### config.mk
export PLATFORM = sky130hd
export DESIGN_NAME = streaming_source_tokenizer
export DESIGN_NICKNAME = d
export VERILOG_FILES = /design/src/hw/rtl/sst_pkg.sv /design/src/hw/rtl/streaming_source_tokenizer.sv
export SDC_FILE = /design/constraint.sdc
export NUM_CORES = 1
export LEC_CHECK = 0
export ABC_CLOCK_PERIOD_IN_PS = 8000
export BUFFER_PORTS_ARGS = -buffer_cell sky130_fd_sc_hd__clkbuf_2
export CAP_MARGIN = 20
export CORE_MARGIN = 2
export CORE_UTILIZATION = 40
export DETAILED_ROUTE_END_ITERATION = 10
export GPL_TIMING_DRIVEN = 0
export RECOVER_POWER = 25
export SLEW_MARGIN = 30
export SYNTH_ARGS = -nofsm -noshare
export SYNTH_HDL_FRONTEND = slang
export SYNTH_SLANG_ARGS = --single-unit
### constraint.sdc
create_clock -name clk -period 8 [get_ports clk]
set_input_delay 0.8 -clock clk [delete_from_list [all_inputs] [get_ports clk]]
set_output_delay 0.8 -clock clk [all_outputs]
set_load 0.005 [all_outputs]
### src/hw/rtl/sst_pkg.sv
// Shared types, constants and per-byte scanning functions for the source tokenizer.
package sst_pkg;

	localparam int MAX_TOKEN_COUNT = 1024;
	localparam int MAX_VALUE_BYTES = 255;
	localparam int TOK_W = $clog2(MAX_TOKEN_COUNT + 1);
	localparam int LEN_W = $clog2(MAX_VALUE_BYTES + 1);

	localparam int KW_COUNT = 14;
	localparam logic [KW_COUNT-1:0] KW_ALL = '1;

	localparam int RES_MAX = 3;
	localparam int FIFO_DEPTH = 4;
	localparam int FIFO_AW = $clog2(FIFO_DEPTH);
	localparam int CNT_W = $clog2(FIFO_DEPTH + 1);

	// Keywords are right-justified strings, so character p of keyword k sits
	// at byte (KW_LEN[k] - 1 - p) counted from the least significant end.
	localparam logic [79:0] KW_TEXT [KW_COUNT] = '{
		"let", "set", "check", "othercheck", "other", "echo", "loop",
		"stop", "funcdo", "done", "run", "catch", "module", "return"
	};
	localparam logic [3:0] KW_LEN [KW_COUNT] = '{
		4'd3, 4'd3, 4'd5, 4'd10, 4'd5, 4'd4, 4'd4,
		4'd4, 4'd6, 4'd4, 4'd3, 4'd5, 4'd6, 4'd6
	};

	typedef enum logic [2:0] {
		M_IDLE,
		M_WORD,
		M_NUM,
		M_STR,
		M_PEND,
		M_ERR
	} mode_t;

	typedef enum logic [1:0] {
		K_BYTE,
		K_END,
		K_ERR,
		K_DONE
	} kind_t;

	typedef enum logic [2:0] {
		C_KEYWORD,
		C_IDENT,
		C_NUMBER,
		C_STRING,
		C_OPERATOR
	} class_t;

	typedef enum logic [2:0] {
		E_NONE,
		E_UNKNOWN,
		E_UNTERM,
		E_TOO_MANY,
		E_TOO_LONG
	} err_t;

	typedef struct packed {
		kind_t kind;
		logic [7:0] tok_byte;
		class_t cls;
		logic [3:0] kwi;
		err_t err;
	} res_t;

	typedef struct packed {
		res_t r;
		logic [15:0] line;
		logic [15:0] col;
		logic last;
	} entry_t;

	typedef struct packed {
		mode_t mode;
		logic [LEN_W-1:0] len;
		logic [KW_COUNT-1:0] kw;
		logic [15:0] line;
		logic [15:0] col;
		logic [TOK_W-1:0] ntok;
		logic [1:0] n;
		res_t [RES_MAX-1:0] res;
	} work_t;

	function automatic logic is_alpha(logic [7:0] c);
		return (c inside {["a":"z"]}) || (c inside {["A":"Z"]});
	endfunction

	function automatic logic is_digit(logic [7:0] c);
		return c inside {["0":"9"]};
	endfunction

	function automatic logic is_space(logic [7:0] c);
		return (c == " ") || (c inside {[8'd9:8'd13]});
	endfunction

	function automatic logic is_op(logic [7:0] c);
		return c inside {"=", "+", "-", ">", "*", "/", ",", "{", "}", ":", ";",
			"(", ")", "[", "]", "?", "%"};
	endfunction

	function automatic logic is_pair_lead(logic [7:0] c);
		return c inside {"+", "-", "*", "/", "%"};
	endfunction

	function automatic work_t emit(work_t w_in, kind_t kind, logic [7:0] b, class_t cls,
		logic [3:0] kwi, err_t err);
		work_t w;
		w = w_in;
		if (w.n < 2'd3) begin
			w.res[w.n].kind = kind;
			w.res[w.n].tok_byte = b;
			w.res[w.n].cls = cls;
			w.res[w.n].kwi = kwi;
			w.res[w.n].err = err;
			w.n = w.n + 2'd1;
		end
		return w;
	endfunction

	function automatic work_t adv_col(work_t w_in);
		work_t w;
		w = w_in;
		if (w.col != 16'hFFFF) begin
			w.col = w.col + 16'd1;
		end
		return w;
	endfunction

	function automatic work_t add_byte(work_t w_in, logic [7:0] c);
		work_t w;
		w = w_in;
		if (w.len >= LEN_W'(MAX_VALUE_BYTES)) begin
			w = emit(w, K_ERR, 8'd0, C_KEYWORD, 4'd0, E_TOO_LONG);
			w.mode = M_ERR;
		end else begin
			w = emit(w, K_BYTE, c, C_KEYWORD, 4'd0, E_NONE);
			w.len = w.len + LEN_W'(1);
		end
		return w;
	endfunction

	function automatic work_t narrow(work_t w_in, logic [7:0] c);
		work_t w;
		w = w_in;
		for (int k = 0; k < KW_COUNT; k++) begin
			if (w.len >= LEN_W'(KW_LEN[k])) begin
				w.kw[k] = 1'b0;
			end else if (KW_TEXT[k][8 * (int'(KW_LEN[k]) - 1 - int'(w.len[3:0])) +: 8] != c) begin
				w.kw[k] = 1'b0;
			end
		end
		return w;
	endfunction

	function automatic work_t close_token(work_t w_in, class_t cls_in);
		work_t w;
		class_t cls;
		logic [3:0] kwi;
		w = w_in;
		cls = cls_in;
		kwi = 4'd0;
		if (w.ntok >= TOK_W'(MAX_TOKEN_COUNT)) begin
			w = emit(w, K_ERR, 8'd0, C_KEYWORD, 4'd0, E_TOO_MANY);
			w.mode = M_ERR;
		end else begin
			if (cls_in == C_IDENT) begin
				for (int k = 0; k < KW_COUNT; k++) begin
					if (w.kw[k] && (LEN_W'(KW_LEN[k]) == w.len)) begin
						cls = C_KEYWORD;
						kwi = 4'(k);
					end
				end
			end
			w = emit(w, K_END, 8'd0, cls, kwi, E_NONE);
			w.ntok = w.ntok + TOK_W'(1);
			w.mode = M_IDLE;
			w.len = '0;
			w.kw = KW_ALL;
		end
		return w;
	endfunction

	function automatic work_t start_byte(work_t w_in, logic [7:0] c);
		work_t w;
		w = w_in;
		w.len = '0;
		w.kw = KW_ALL;
		if (is_space(c)) begin
			if (c == 8'h0a) begin
				if (w.line != 16'hFFFF) begin
					w.line = w.line + 16'd1;
				end
				w.col = 16'd1;
			end else begin
				w = adv_col(w);
			end
		end else if (is_alpha(c)) begin
			w.mode = M_WORD;
			w = narrow(w, c);
			w = add_byte(w, c);
			if (w.mode != M_ERR) begin
				w = adv_col(w);
			end
		end else if (is_digit(c)) begin
			w.mode = M_NUM;
			w = add_byte(w, c);
			if (w.mode != M_ERR) begin
				w = adv_col(w);
			end
		end else if (c == "\"") begin
			w.mode = M_STR;
			w = adv_col(w);
		end else if (is_op(c)) begin
			w = adv_col(w);
			if (is_pair_lead(c)) begin
				w.mode = M_PEND;
				w = add_byte(w, c);
			end else begin
				w = add_byte(w, c);
				if (w.mode != M_ERR) begin
					w = close_token(w, C_OPERATOR);
				end
			end
		end else begin
			w = emit(w, K_ERR, 8'd0, C_KEYWORD, 4'd0, E_UNKNOWN);
			w.mode = M_ERR;
		end
		return w;
	endfunction

	function automatic work_t step(work_t w_in, logic [7:0] c, logic eot);
		work_t w;
		w = w_in;
		w.n = 2'd0;
		w.res = '0;
		if (eot) begin
			case (w.mode)
				M_WORD: w = close_token(w, C_IDENT);
				M_NUM: w = close_token(w, C_NUMBER);
				M_PEND: w = close_token(w, C_OPERATOR);
				M_STR: w = emit(w, K_ERR, 8'd0, C_KEYWORD, 4'd0, E_UNTERM);
				default: ;
			endcase
			w = emit(w, K_DONE, 8'd0, C_KEYWORD, 4'd0, E_NONE);
			w.mode = M_IDLE;
			w.len = '0;
			w.kw = KW_ALL;
			w.line = 16'd1;
			w.col = 16'd1;
			w.ntok = '0;
		end else begin
			case (w.mode)
				M_WORD: begin
					if (is_alpha(c) || is_digit(c) || (c == "_")) begin
						w = narrow(w, c);
						w = add_byte(w, c);
						if (w.mode != M_ERR) begin
							w = adv_col(w);
						end
					end else begin
						w = close_token(w, C_IDENT);
						if (w.mode == M_IDLE) begin
							w = start_byte(w, c);
						end
					end
				end
				M_NUM: begin
					if (is_digit(c) || (c == ".")) begin
						w = add_byte(w, c);
						if (w.mode != M_ERR) begin
							w = adv_col(w);
						end
					end else begin
						w = close_token(w, C_NUMBER);
						if (w.mode == M_IDLE) begin
							w = start_byte(w, c);
						end
					end
				end
				M_STR: begin
					w = adv_col(w);
					if (c == "\"") begin
						w = close_token(w, C_STRING);
					end else begin
						w = add_byte(w, c);
					end
				end
				M_PEND: begin
					if (c == ">") begin
						w = adv_col(w);
						w = add_byte(w, c);
						if (w.mode != M_ERR) begin
							w = close_token(w, C_OPERATOR);
						end
					end else begin
						w = close_token(w, C_OPERATOR);
						if (w.mode == M_IDLE) begin
							w = start_byte(w, c);
						end
					end
				end
				M_IDLE: w = start_byte(w, c);
				default: ;
			endcase
		end
		return w;
	endfunction

endpackage

### src/hw/rtl/streaming_source_tokenizer.sv
// Top level of the streaming source tokenizer: input register, scan step and result queue.
//
// Source bytes enter on the text channel (ch, end_of_text) with text_valid and
// text_stall; results leave on the result channel (kind, token_byte, token_class,
// keyword_index, error_code, line, column, last) with res_valid and res_stall.
// An accepted item sits in an input register; when the queue has room, the scan
// logic turns it into zero to three results, which are written together into a
// four-entry result queue while the scanner state updates.
// An item's results are offered after it passes the input register and result queue.
// One item is taken per cycle as long as the queue holds at most one result
// after the current cycle's read, so a steady stream of one result per byte
// runs at full rate; results leave at one per cycle while res_stall is low, so
// once the queue's one spare entry is used, each further extra result stalls the input.
// When the receiver stalls, the queue fills and text_stall rises while the
// registered item waits for room; nothing is dropped or repeated.
// Reset empties the input register and the queue, sets the scanner idle with
// line and column at one and the token count at zero. An end_of_text item
// closes any open word, number or operator token, reports an open string
// as unterminated, reports text done and returns the scanner to that same state.
module streaming_source_tokenizer (
	input  logic clk,
	input  logic arst_n,
	input  logic text_valid,
	output logic text_stall,
	input  logic [7:0] ch,
	input  logic end_of_text,
	output logic res_valid,
	input  logic res_stall,
	output logic [1:0] kind,
	output logic [7:0] token_byte,
	output logic [2:0] token_class,
	output logic [3:0] keyword_index,
	output logic [2:0] error_code,
	output logic [15:0] line,
	output logic [15:0] column,
	output logic last
);

	logic s1_valid_q;
	logic [7:0] ch_s1;
	logic eot_s1;

	sst_pkg::mode_t mode_q;
	logic [sst_pkg::LEN_W-1:0] len_q;
	logic [sst_pkg::KW_COUNT-1:0] kw_q;
	logic [15:0] line_q;
	logic [15:0] col_q;
	logic [sst_pkg::TOK_W-1:0] ntok_q;

	sst_pkg::entry_t fifo_q [sst_pkg::FIFO_DEPTH];
	logic [sst_pkg::FIFO_AW-1:0] rd_ptr_q;
	logic [sst_pkg::FIFO_AW-1:0] wr_ptr_q;
	logic [sst_pkg::CNT_W-1:0] count_q;

	sst_pkg::work_t w_cur;
	sst_pkg::work_t w_next;
	logic pop;
	logic go;
	logic accept_in;
	logic [1:0] push_n;
	sst_pkg::entry_t head;

	always_comb begin
		w_cur.mode = mode_q;
		w_cur.len = len_q;
		w_cur.kw = kw_q;
		w_cur.line = line_q;
		w_cur.col = col_q;
		w_cur.ntok = ntok_q;
		w_cur.n = 2'd0;
		w_cur.res = '0;
		w_next = sst_pkg::step(w_cur, ch_s1, eot_s1);
	end

	always_comb begin
		pop = res_valid && !res_stall;
		go = s1_valid_q && ((count_q - sst_pkg::CNT_W'(pop)) <= sst_pkg::CNT_W'(1));
		text_stall = s1_valid_q && !go;
		accept_in = text_valid && !text_stall;
		push_n = go ? w_next.n : 2'd0;
		head = fifo_q[rd_ptr_q];
		res_valid = count_q != '0;
		kind = head.r.kind;
		token_byte = head.r.tok_byte;
		token_class = head.r.cls;
		keyword_index = head.r.kwi;
		error_code = head.r.err;
		line = head.line;
		column = head.col;
		last = head.last;
	end

	always_ff @(posedge clk or negedge arst_n) begin
		if (!arst_n) begin
			s1_valid_q <= 1'b0;
			mode_q <= sst_pkg::M_IDLE;
			len_q <= '0;
			kw_q <= sst_pkg::KW_ALL;
			line_q <= 16'd1;
			col_q <= 16'd1;
			ntok_q <= '0;
			rd_ptr_q <= '0;
			wr_ptr_q <= '0;
			count_q <= '0;
		end else begin
			if (accept_in) begin
				s1_valid_q <= 1'b1;
			end else if (go) begin
				s1_valid_q <= 1'b0;
			end
			if (go) begin
				mode_q <= w_next.mode;
				len_q <= w_next.len;
				kw_q <= w_next.kw;
				line_q <= w_next.line;
				col_q <= w_next.col;
				ntok_q <= w_next.ntok;
			end
			if (pop) begin
				rd_ptr_q <= rd_ptr_q + sst_pkg::FIFO_AW'(1);
			end
			wr_ptr_q <= wr_ptr_q + sst_pkg::FIFO_AW'(push_n);
			count_q <= count_q + sst_pkg::CNT_W'(push_n) - sst_pkg::CNT_W'(pop);
		end
	end

	always_ff @(posedge clk) begin
		if (accept_in) begin
			ch_s1 <= ch;
			eot_s1 <= end_of_text;
		end
		for (int i = 0; i < sst_pkg::RES_MAX; i++) begin
			if (2'(i) < push_n) begin
				fifo_q[wr_ptr_q + sst_pkg::FIFO_AW'(i)] <= '{
					r: w_next.res[i],
					line: line_q,
					col: col_q,
					last: (2'(i) == (push_n - 2'd1))
				};
			end
		end
	end

	assert property (@(posedge clk) disable iff (!arst_n)
		count_q <= sst_pkg::CNT_W'(sst_pkg::FIFO_DEPTH))
		else $error("result queue overflow");

	assert property (@(posedge clk) disable iff (!arst_n)
		go && eot_s1 |=> (mode_q == sst_pkg::M_IDLE) && (line_q == 16'd1)
			&& (col_q == 16'd1) && (ntok_q == '0))
		else $error("scanner not returned to start after end of text");

	assert property (@(posedge clk) disable iff (!arst_n)
		go && (mode_q == sst_pkg::M_ERR) && !eot_s1 |-> (w_next.n == 2'd0))
		else $error("result produced while skipping after an error");

	assert property (@(posedge clk) disable iff (!arst_n)
		ntok_q <= sst_pkg::TOK_W'(sst_pkg::MAX_TOKEN_COUNT))
		else $error("token count beyond its limit");

endmodule

==> results of run 1 <==
synth_stat cells, types with 20 or more instances:
| cell | instances |
|---|---|
| a31oi_1 | 43 |
| clkbuf_1 | 80 |
| nor2_1 | 119 |
| and2_1 | 42 |
| dfrtp_1 | 60 |
| xnor2_1 | 42 |
| o21ai_0 | 118 |
| mux4_2 | 53 |
| nand3_1 | 57 |
| a21oi_1 | 93 |
| nand2_1 | 126 |
| edfxtp_1 | 221 |
| and3_1 | 20 |
| inv_1 | 42 |
| nand4_1 | 26 |
| ha_1 | 27 |
| nor3_1 | 40 |
cell families after synthesis:
kind of cell             Yosys count
adder cells (fa/ha/maj)           30
AO/OA/AOI/OAI                    465
XOR/XNOR                          60
flip-flops                       297
AND/OR/NAND/NOR                  566
multiplexers                      74
buffers and inverters            161
layout make-up:
class | count | area [sq um]
fill | 4027 | 23300
inverter | 45 | 169
clock inverter | 12 | 78.8
timing repair buffer | 83 | 528
multi-input combinational | 1195 | 8460
tap | 585 | 732
sequential | 297 | 8560
buffer | 116 | 475
antenna | 1 | 2.50
clock buffer | 46 | 911
power groups by stage:
stage / Clock [mW] / Combinational [mW] / Sequential (mW)
finish: 1.39 / 3.62 / 2.46
global route: 1.47 / 3.96 / 2.50
CTS: 1.42 / 3.61 / 2.46
detailed placement: 0 / 3.59 / 2.49
global placement: 0 / 3.42 / 2.55
floorplan: 0 / 2.31 / 2.47
worst max-delay path, stage by stage, from the launching register on:
cell      delay (ns)
dfrtp_1         0.41
or3_1           0.40
nor2b_1         0.20
ha_1            0.20
ha_1            0.19
xnor2_1         0.27
and3_1          0.32
o211ai_1        0.17
a311o_1         0.30
o32a_1          0.34
buf_2           0.21
inv_2           0.09
o21ai_0         0.29
a211oi_4        0.67
buf_6           0.26
buf_6           0.19
buf_6           0.19
worst max-delay path by stage:
stage,end,cells past startpoint
after floorplan,fifo_q[2][0]$_DFFE_PP_,14
after global placement,fifo_q[0][7]$_DFFE_PP_,14
after detailed placement,fifo_q[0][7]$_DFFE_PP_,16
after CTS,fifo_q[0][8]$_DFFE_PP_,16
after global routing,fifo_q[0][6]$_DFFE_PP_,16
final,fifo_q[0][6]$_DFFE_PP_,16
metal layers:
metal / vias to the layer above / global-route usage (%)
li1: 6626 / -
met3: 108 / 2.96
met4: 0 / 8.14
met2: 510 / 39.5
met1: 7135 / 32.9
met5: - / 0
sequential cells by signal, summed over array words and instances, names as in the netlist:
signal	cells
ch_s1	8
col_q	16
count_q	3
eot_s1	1
fifo_q	212
kw_q	14
len_q	8
line_q	16
mode_q	3
ntok_q	11
rd_ptr_q	2
s1_valid_q	1
wr_ptr_q	2
per-stage QoR:
step           area (sq um)  setup WS [ns]  hold slack [ns]  instances
2_1_floorplan         17600          0.637            0.460       1653
3_3_place_gp          18700          -3.29            0.483       2305
3_5_place_dp          18900           2.89            0.489       2319
4_1_cts               19900           2.96           0.0496       2377
5_1_grt               19900           2.67            0.368       2379
6_report              19900           2.99            0.385       2380
==> impl_metrics.json, run 1 <==
{
  "outcome": "finished, violations left",
  "violations": "max-capacitance violations, max-slew violations",
  "syn_area_sq_um": 17600,
  "antenna_found_initial": 0,
  "seq_power_share_pct": 32.9,
  "root_buffer": "clkbuf_16",
  "grt_max_degree": 60,
  "worst_pin_slew_ns": 3.40,
  "maxCapViolCount": 1,
  "overflow": 0,
  "r2r_end": "fifo_q[0][6]$_DFFE_PP_",
  "syn_inst": 1653,
  "fin_nets": 1810,
  "cts_resized": 0,
  "avgViaCountPerCell": 6.04,
  "synth_fp_nets": 1694,
  "ir_drop_mv": 0.207,
  "ys_types": 96,
  "ys_seq_elements": 297,
  "hold_viol": 0,
  "ys_seq_area_share_pct": 48.6,
  "cts_tree": "done",
  "skew_ns": 0.0152,
  "ys_async_sr_fraction_pct": 25.6,
  "synth_mux_area_share_pct": 8.06,
  "clk_latency_ns": 0.60,
  "drt_pass1_iterations": 6,
  "grt_use_total_pct": 24.0,
  "cp_max_fo": 11,
  "postCtsSetupRepairBufs": 0,
  "synthTopCellsByArea": "edfxtp_1 38%, dfrtp_1 8.5%, mux4_2 6.8%, o21ai_0 3.4%, nand2_1 2.7%",
  "drive_above_1_share_pct": 16.0,
  "cts.sink_count": 297,
  "drcViolationCount": 0,
  "vias": 14379,
  "layout_common_cells": "221 x edfxtp_1, 126 x nand2_1, 119 x nor2_1, 117 x o21ai_0, 93 x a21oi_1",
  "core.rowCount": 76,
  "critPathKind": "register to register",
  "hold_depth": 1,
  "p_clk_share_pct": 18.6,
  "grt_pass1_vias": 14306,
  "cp.required_ns": 8.30,
  "r2r_cells": 16,
  "ios": 68,
  "synth-compound-area-share_pct": 17.6,
  "port_buffers": 67,
  "drt-initial-drc-count": 1138,
  "synthSimpleGateAreaFrac_pct": 16.9,
  "yosys_most_used_dff": "edfxtp_1",
  "cts_hold_buf": 0,
  "syn_area_per_cell_sq_um": 10.6,
  "die-area_sq_um": 45700,
  "die_h_um": 214,
  "clk_path_buf_depth": 3,
  "start_kind": "register",
  "wl_per_cell_um": 22.7,
  "power_density_nw_per_um2": 375,
  "grt_setup_unrepaired": "false",
  "wl_met3_mm": 3.04,
  "worstPathArrival_ns": 5.31,
  "p_comb_share_pct": 48.5,
  "timing.fmax_ghz": 0.200,
  "top_layer": "met4",
  "setup_violations": 0,
  "power.internal_mw": 4.46,
  "ys_warn_count": 0,
  "synth_fa_ha_area_share_pct": 2.15,
  "min_path_type": "input port to register",
  "grt_pass1_wl_mm": 84.4,
  "finalSetupTns_ns": 0,
  "power_mw": 7.48,
  "clkTransAtPathRegs_ns": 0.06,
  "wl_met2_mm": 25.7,
  "end_kind": "register",
  "wl_met1_mm": 23.7,
  "globalplace.congestion": 1.00,
  "crit_path_start": "count_q[2]$_DFF_PN0_",
  "hpwl_mm": 39.3,
  "synth-edff-count": 221,
  "final_util_pct": 46.0,
  "synth_xor_area_share_pct": 2.99,
  "core_sq_um": 43300,
  "finalCritPeriodShare_pct": 62.6,
  "slew_violations": 60,
  "synth_top_family_by_area": "compound AO/OA/AOI/OAI gates",
  "area_growth_pct": 13.2,
  "hold_end": "ch_s1[1]$_DFFE_PP_",
  "timing.rr.start": "count_q[2]$_DFF_PN0_",
  "detail-route-antenna-nets": 0,
  "finalWirelength_mm": 54.0,
  "slew_headroom_pct": -127,
  "cts_buffers": 31,
  "rrSetupSlack_ns": 2.99,
  "die_w_um": 214,
  "swShare_pct": 40.3,
  "p_sw_mw": 3.01,
  "leakagePower_nw": 7.01,
  "htreeDepth": 1,
  "hold_start": "ch[1]",
  "initial_core_util_pct": 40.7,
  "yosysTopAreaCellShare_pct": 37.7,
  "yosysTopAreaCell": "edfxtp_1",
  "layout_commonest_cell": "edfxtp_1",
  "period_needed_ns": 5.01
}
(Power assumes the default switching activity.)
==> inputs of run 2 (changes only) <==
- ABC_AREA: default -> 1
- ABC_CLOCK_PERIOD_IN_PS: 8000 -> 5200
- clock period: 8 -> 5.2 ns (I/O delays scaled with it)
==> impl_metrics.json, run 2 <==
{
  "clkTransAtPathRegs_ns": 0.06,
  "grt_pass1_wl_mm": 94.3,
  "ys_warn_count": 0,
  "start_kind": "register",
  "ys_async_sr_fraction_pct": 25.6,
  "layout_common_cells": "603 x nand2_1, 315 x nor2_1, 251 x o21ai_0, 221 x edfxtp_1, 187 x nand3_1",
  "synthTopCellsByArea": "edfxtp_1 35%, nand2_1 12%, dfrtp_1 8.0%, o21ai_0 6.7%, nor2_1 6.3%",
  "drt-initial-drc-count": 1698,
  "synth-edff-count": 221,
  "yosys_most_used_dff": "edfxtp_1",
  "diodes": 0,
  "power_density_nw_per_um2": 587,
  "min_path_type": "input port to register",
  "core.rowCount": 79,
  "synth_fp_nets": 2445,
  "ys_types": 53,
  "power.internal_mw": 6.75,
  "p_comb_share_pct": 50.0,
  "detail-route-antenna-nets": 0,
  "finalSetupTns_ns": 0,
  "final_cell_count_no_fill": 3148,
  "period_needed_ns": 3.92,
  "top_register": "fifo_q",
  "swShare_pct": 45.8,
  "grtUsageMet2_pct": 40.3,
  "grt_util_met3_pct": 3.27,
  "die_w_um": 221,
  "p_sw_mw": 5.70,
  "synth.cells.most_frequent": "603 x nand2_1, 316 x nor2_1, 251 x o21ai_0",
  "antenna_found_initial": 0,
  "slew_violations": 0,
  "drt_pass1_iterations": 5,
  "grt_use_total_pct": 25.1,
  "finalWirelength_mm": 61.0,
  "syn_area_per_cell_sq_um": 7.81,
  "drive_above_1_share_pct": 11.7,
  "initial_core_util_pct": 40.4,
  "worst_slack_ns": 1.28,
  "wl_per_cell_um": 19.4,
  "p_clk_share_pct": 19.9,
  "hold_viol": 0,
  "r2r_cells": 14,
  "yosysTopAreaCellShare_pct": 35.4,
  "overflow": 0,
  "slew_headroom_pct": 36.9,
  "die_h_um": 221,
  "grt_pass1_vias": 16321,
  "seq_power_share_pct": 30.1,
  "outcome": "finished, final reports clean",
  "use_met1_pct": 35.5,
  "maxCapViolCount": 0,
  "vias": 17388,
  "die-area_sq_um": 48700,
  "timing.fmax_ghz": 0.255,
  "critPathKind": "register to register",
  "htreeDepth": 2,
  "whs_ns": 0.145,
  "skew_ns": 0.0229,
  "core_sq_um": 46500,
  "port_buffers": 67,
  "end_kind": "register",
  "cp_max_fo": 31,
  "fin_nets": 2555,
  "syn_area_sq_um": 18800,
  "clk_path_buf_depth": 3,
  "worstPathArrival_ns": 4.15,
  "leakagePower_nw": 8.89,
  "hpwl_mm": 44.8,
  "synth.most_common_cell": "nand2_1",
  "largest_register_ffs": 212,
  "globalplace.congestion": 0.945,
  "area_growth_pct": 12.9,
  "clk_latency_ns": 0.55,
  "setup_violations": 0,
  "grt_setup_unrepaired": "false",
  "layout_commonest_cell": "nand2_1",
  "top_usage_layer": "met2",
  "hold_depth": 1,
  "cp.required_ns": 5.43,
  "ir_drop_mv": 0.302,
  "syn_inst": 2404,
  "root_buffer": "clkbuf_16",
  "yosysTopAreaCell": "edfxtp_1",
  "ys_seq_elements": 297,
  "placed_cells": 3083,
  "grt_max_degree": 68,
  "place_ws_ns": 1.13,
  "worst_pin_slew_ns": 0.937,
  "ys_seq_area_share_pct": 45.6,
  "top_regs": "fifo_q x212, col_q x16, line_q x16",
  "ios": 68,
  "drcViolationCount": 0,
  "finalCritPeriodShare_pct": 75.4,
  "cts.sink_count": 297,
  "cts_tree": "done",
  "avgViaCountPerCell": 5.52,
  "cts_buffers": 35
}
## run 2: changes by cell type in the layout (fill, tap and decap cells not counted), moves of 41 or more
| cell | before | now |
|---|---|---|
| inv_1 | 42 | 160 |
| and2_1 | 42 | 1 |
| nor2_1 | 119 | 315 |
| mux4_2 | 53 | 0 |
| xor2_1 | 18 | 63 |
| nand2_1 | 126 | 603 |
| o22ai_1 | 16 | 63 |
| o21ai_0 | 117 | 251 |
| nand3_1 | 57 | 187 |
## run 2: area by class of cell
class	instances	area [sq um]
clock buffer	44	930
tap	607	759
clock inverter	20	230
buffer	93	422
timing repair buffer	73	450
multi-input combinational	1820	9110
inverter	194	732
fill	4629	25300
sequential	297	8560
## run 2: stage by stage
stage / area, sq um / total power [mW] / utilization (%)
floorplan: 18800 / 7.78 / -
global placement: 19900 / 9.91 / 42.8
detailed placement: 20000 / 9.98 / 43.1
CTS: 21200 / 12.5 / 45.6
global route: 21200 / 13.3 / 45.6
finish: 21200 / 12.4 / 45.6
## run 2: routing by layer
metal  share of wire, %  vias up  wire length (um)
met5                  0        -                 0
li1                   -     8379                 -
met2                 46      582             27800
met1                 46     8331             28300
met3                5.7       96              3500
met4                2.2        0              1370
## run 2: power by group through the flow
stage | combinational (mW) | clock (mW) | sequential (mW)
after global placement | 6.05 | 0 | 3.86
after global routing | 6.91 | 2.63 | 3.81
final | 6.22 | 2.48 | 3.75
after CTS | 6.22 | 2.54 | 3.74
after detailed placement | 6.19 | 0 | 3.79
after floorplan | 4.05 | 0 | 3.74
## run 2: critical path: stages, from the launching register on
cell	delay (ns)
dfrtp_1	0.34
inv_1	0.07
a31oi_1	0.49
ha_1	0.25
ha_1	0.15
or2_1	0.10
nand3_1	0.16
nor2_4	0.28
nand2_1	0.32
nor2_1	0.20
nand2_2	0.17
inv_4	0.19
nand3_4	0.15
nand3_4	0.38
buf_12	0.28
## run 2: path summary, 6_finish.rpt
path                                       from                      end  slack, ns
min                                       ch[4]       ch_s1[4]$_DFFE_PP_       0.15
min reg2reg                kw_q[11]$_DFFE_PN1P_     kw_q[11]$_DFFE_PN1P_       0.46
min in group asynchronous                arst_n     count_q[1]$_DFF_PN0_       0.60
max                        count_q[0]$_DFF_PN0_  fifo_q[0][29]$_DFFE_PP_       1.28
max reg2reg                count_q[0]$_DFF_PN0_  fifo_q[0][29]$_DFFE_PP_       1.28
max in group asynchronous                arst_n    line_q[0]$_DFFE_PN1P_       3.70
## run 2: kinds of logic (layout without fill, tap and decap cells)
logic type | count (synthesis) | after routing | share of synthesized area (%)
xor gates and xnor gates | 73 | 73 | 3.48
and+or+nand+nor | 1279 | 1279 | 30.2
buffers and inverters | 287 | 424 | 6.15
AOI/OAI and AO/OA | 439 | 439 | 12.6
DFF | 297 | 297 | 45.6
muxes | 1 | 1 | 0.0600
adders and majority gates | 28 | 28 | 1.91
## run 2: repair_timing
action / in CTS / in global routing
hold endpoints to repair: 9 / 0
gates resized for setup: 0 / 0
buffers inserted: 0 / 0
hold buffers: 1 / 0
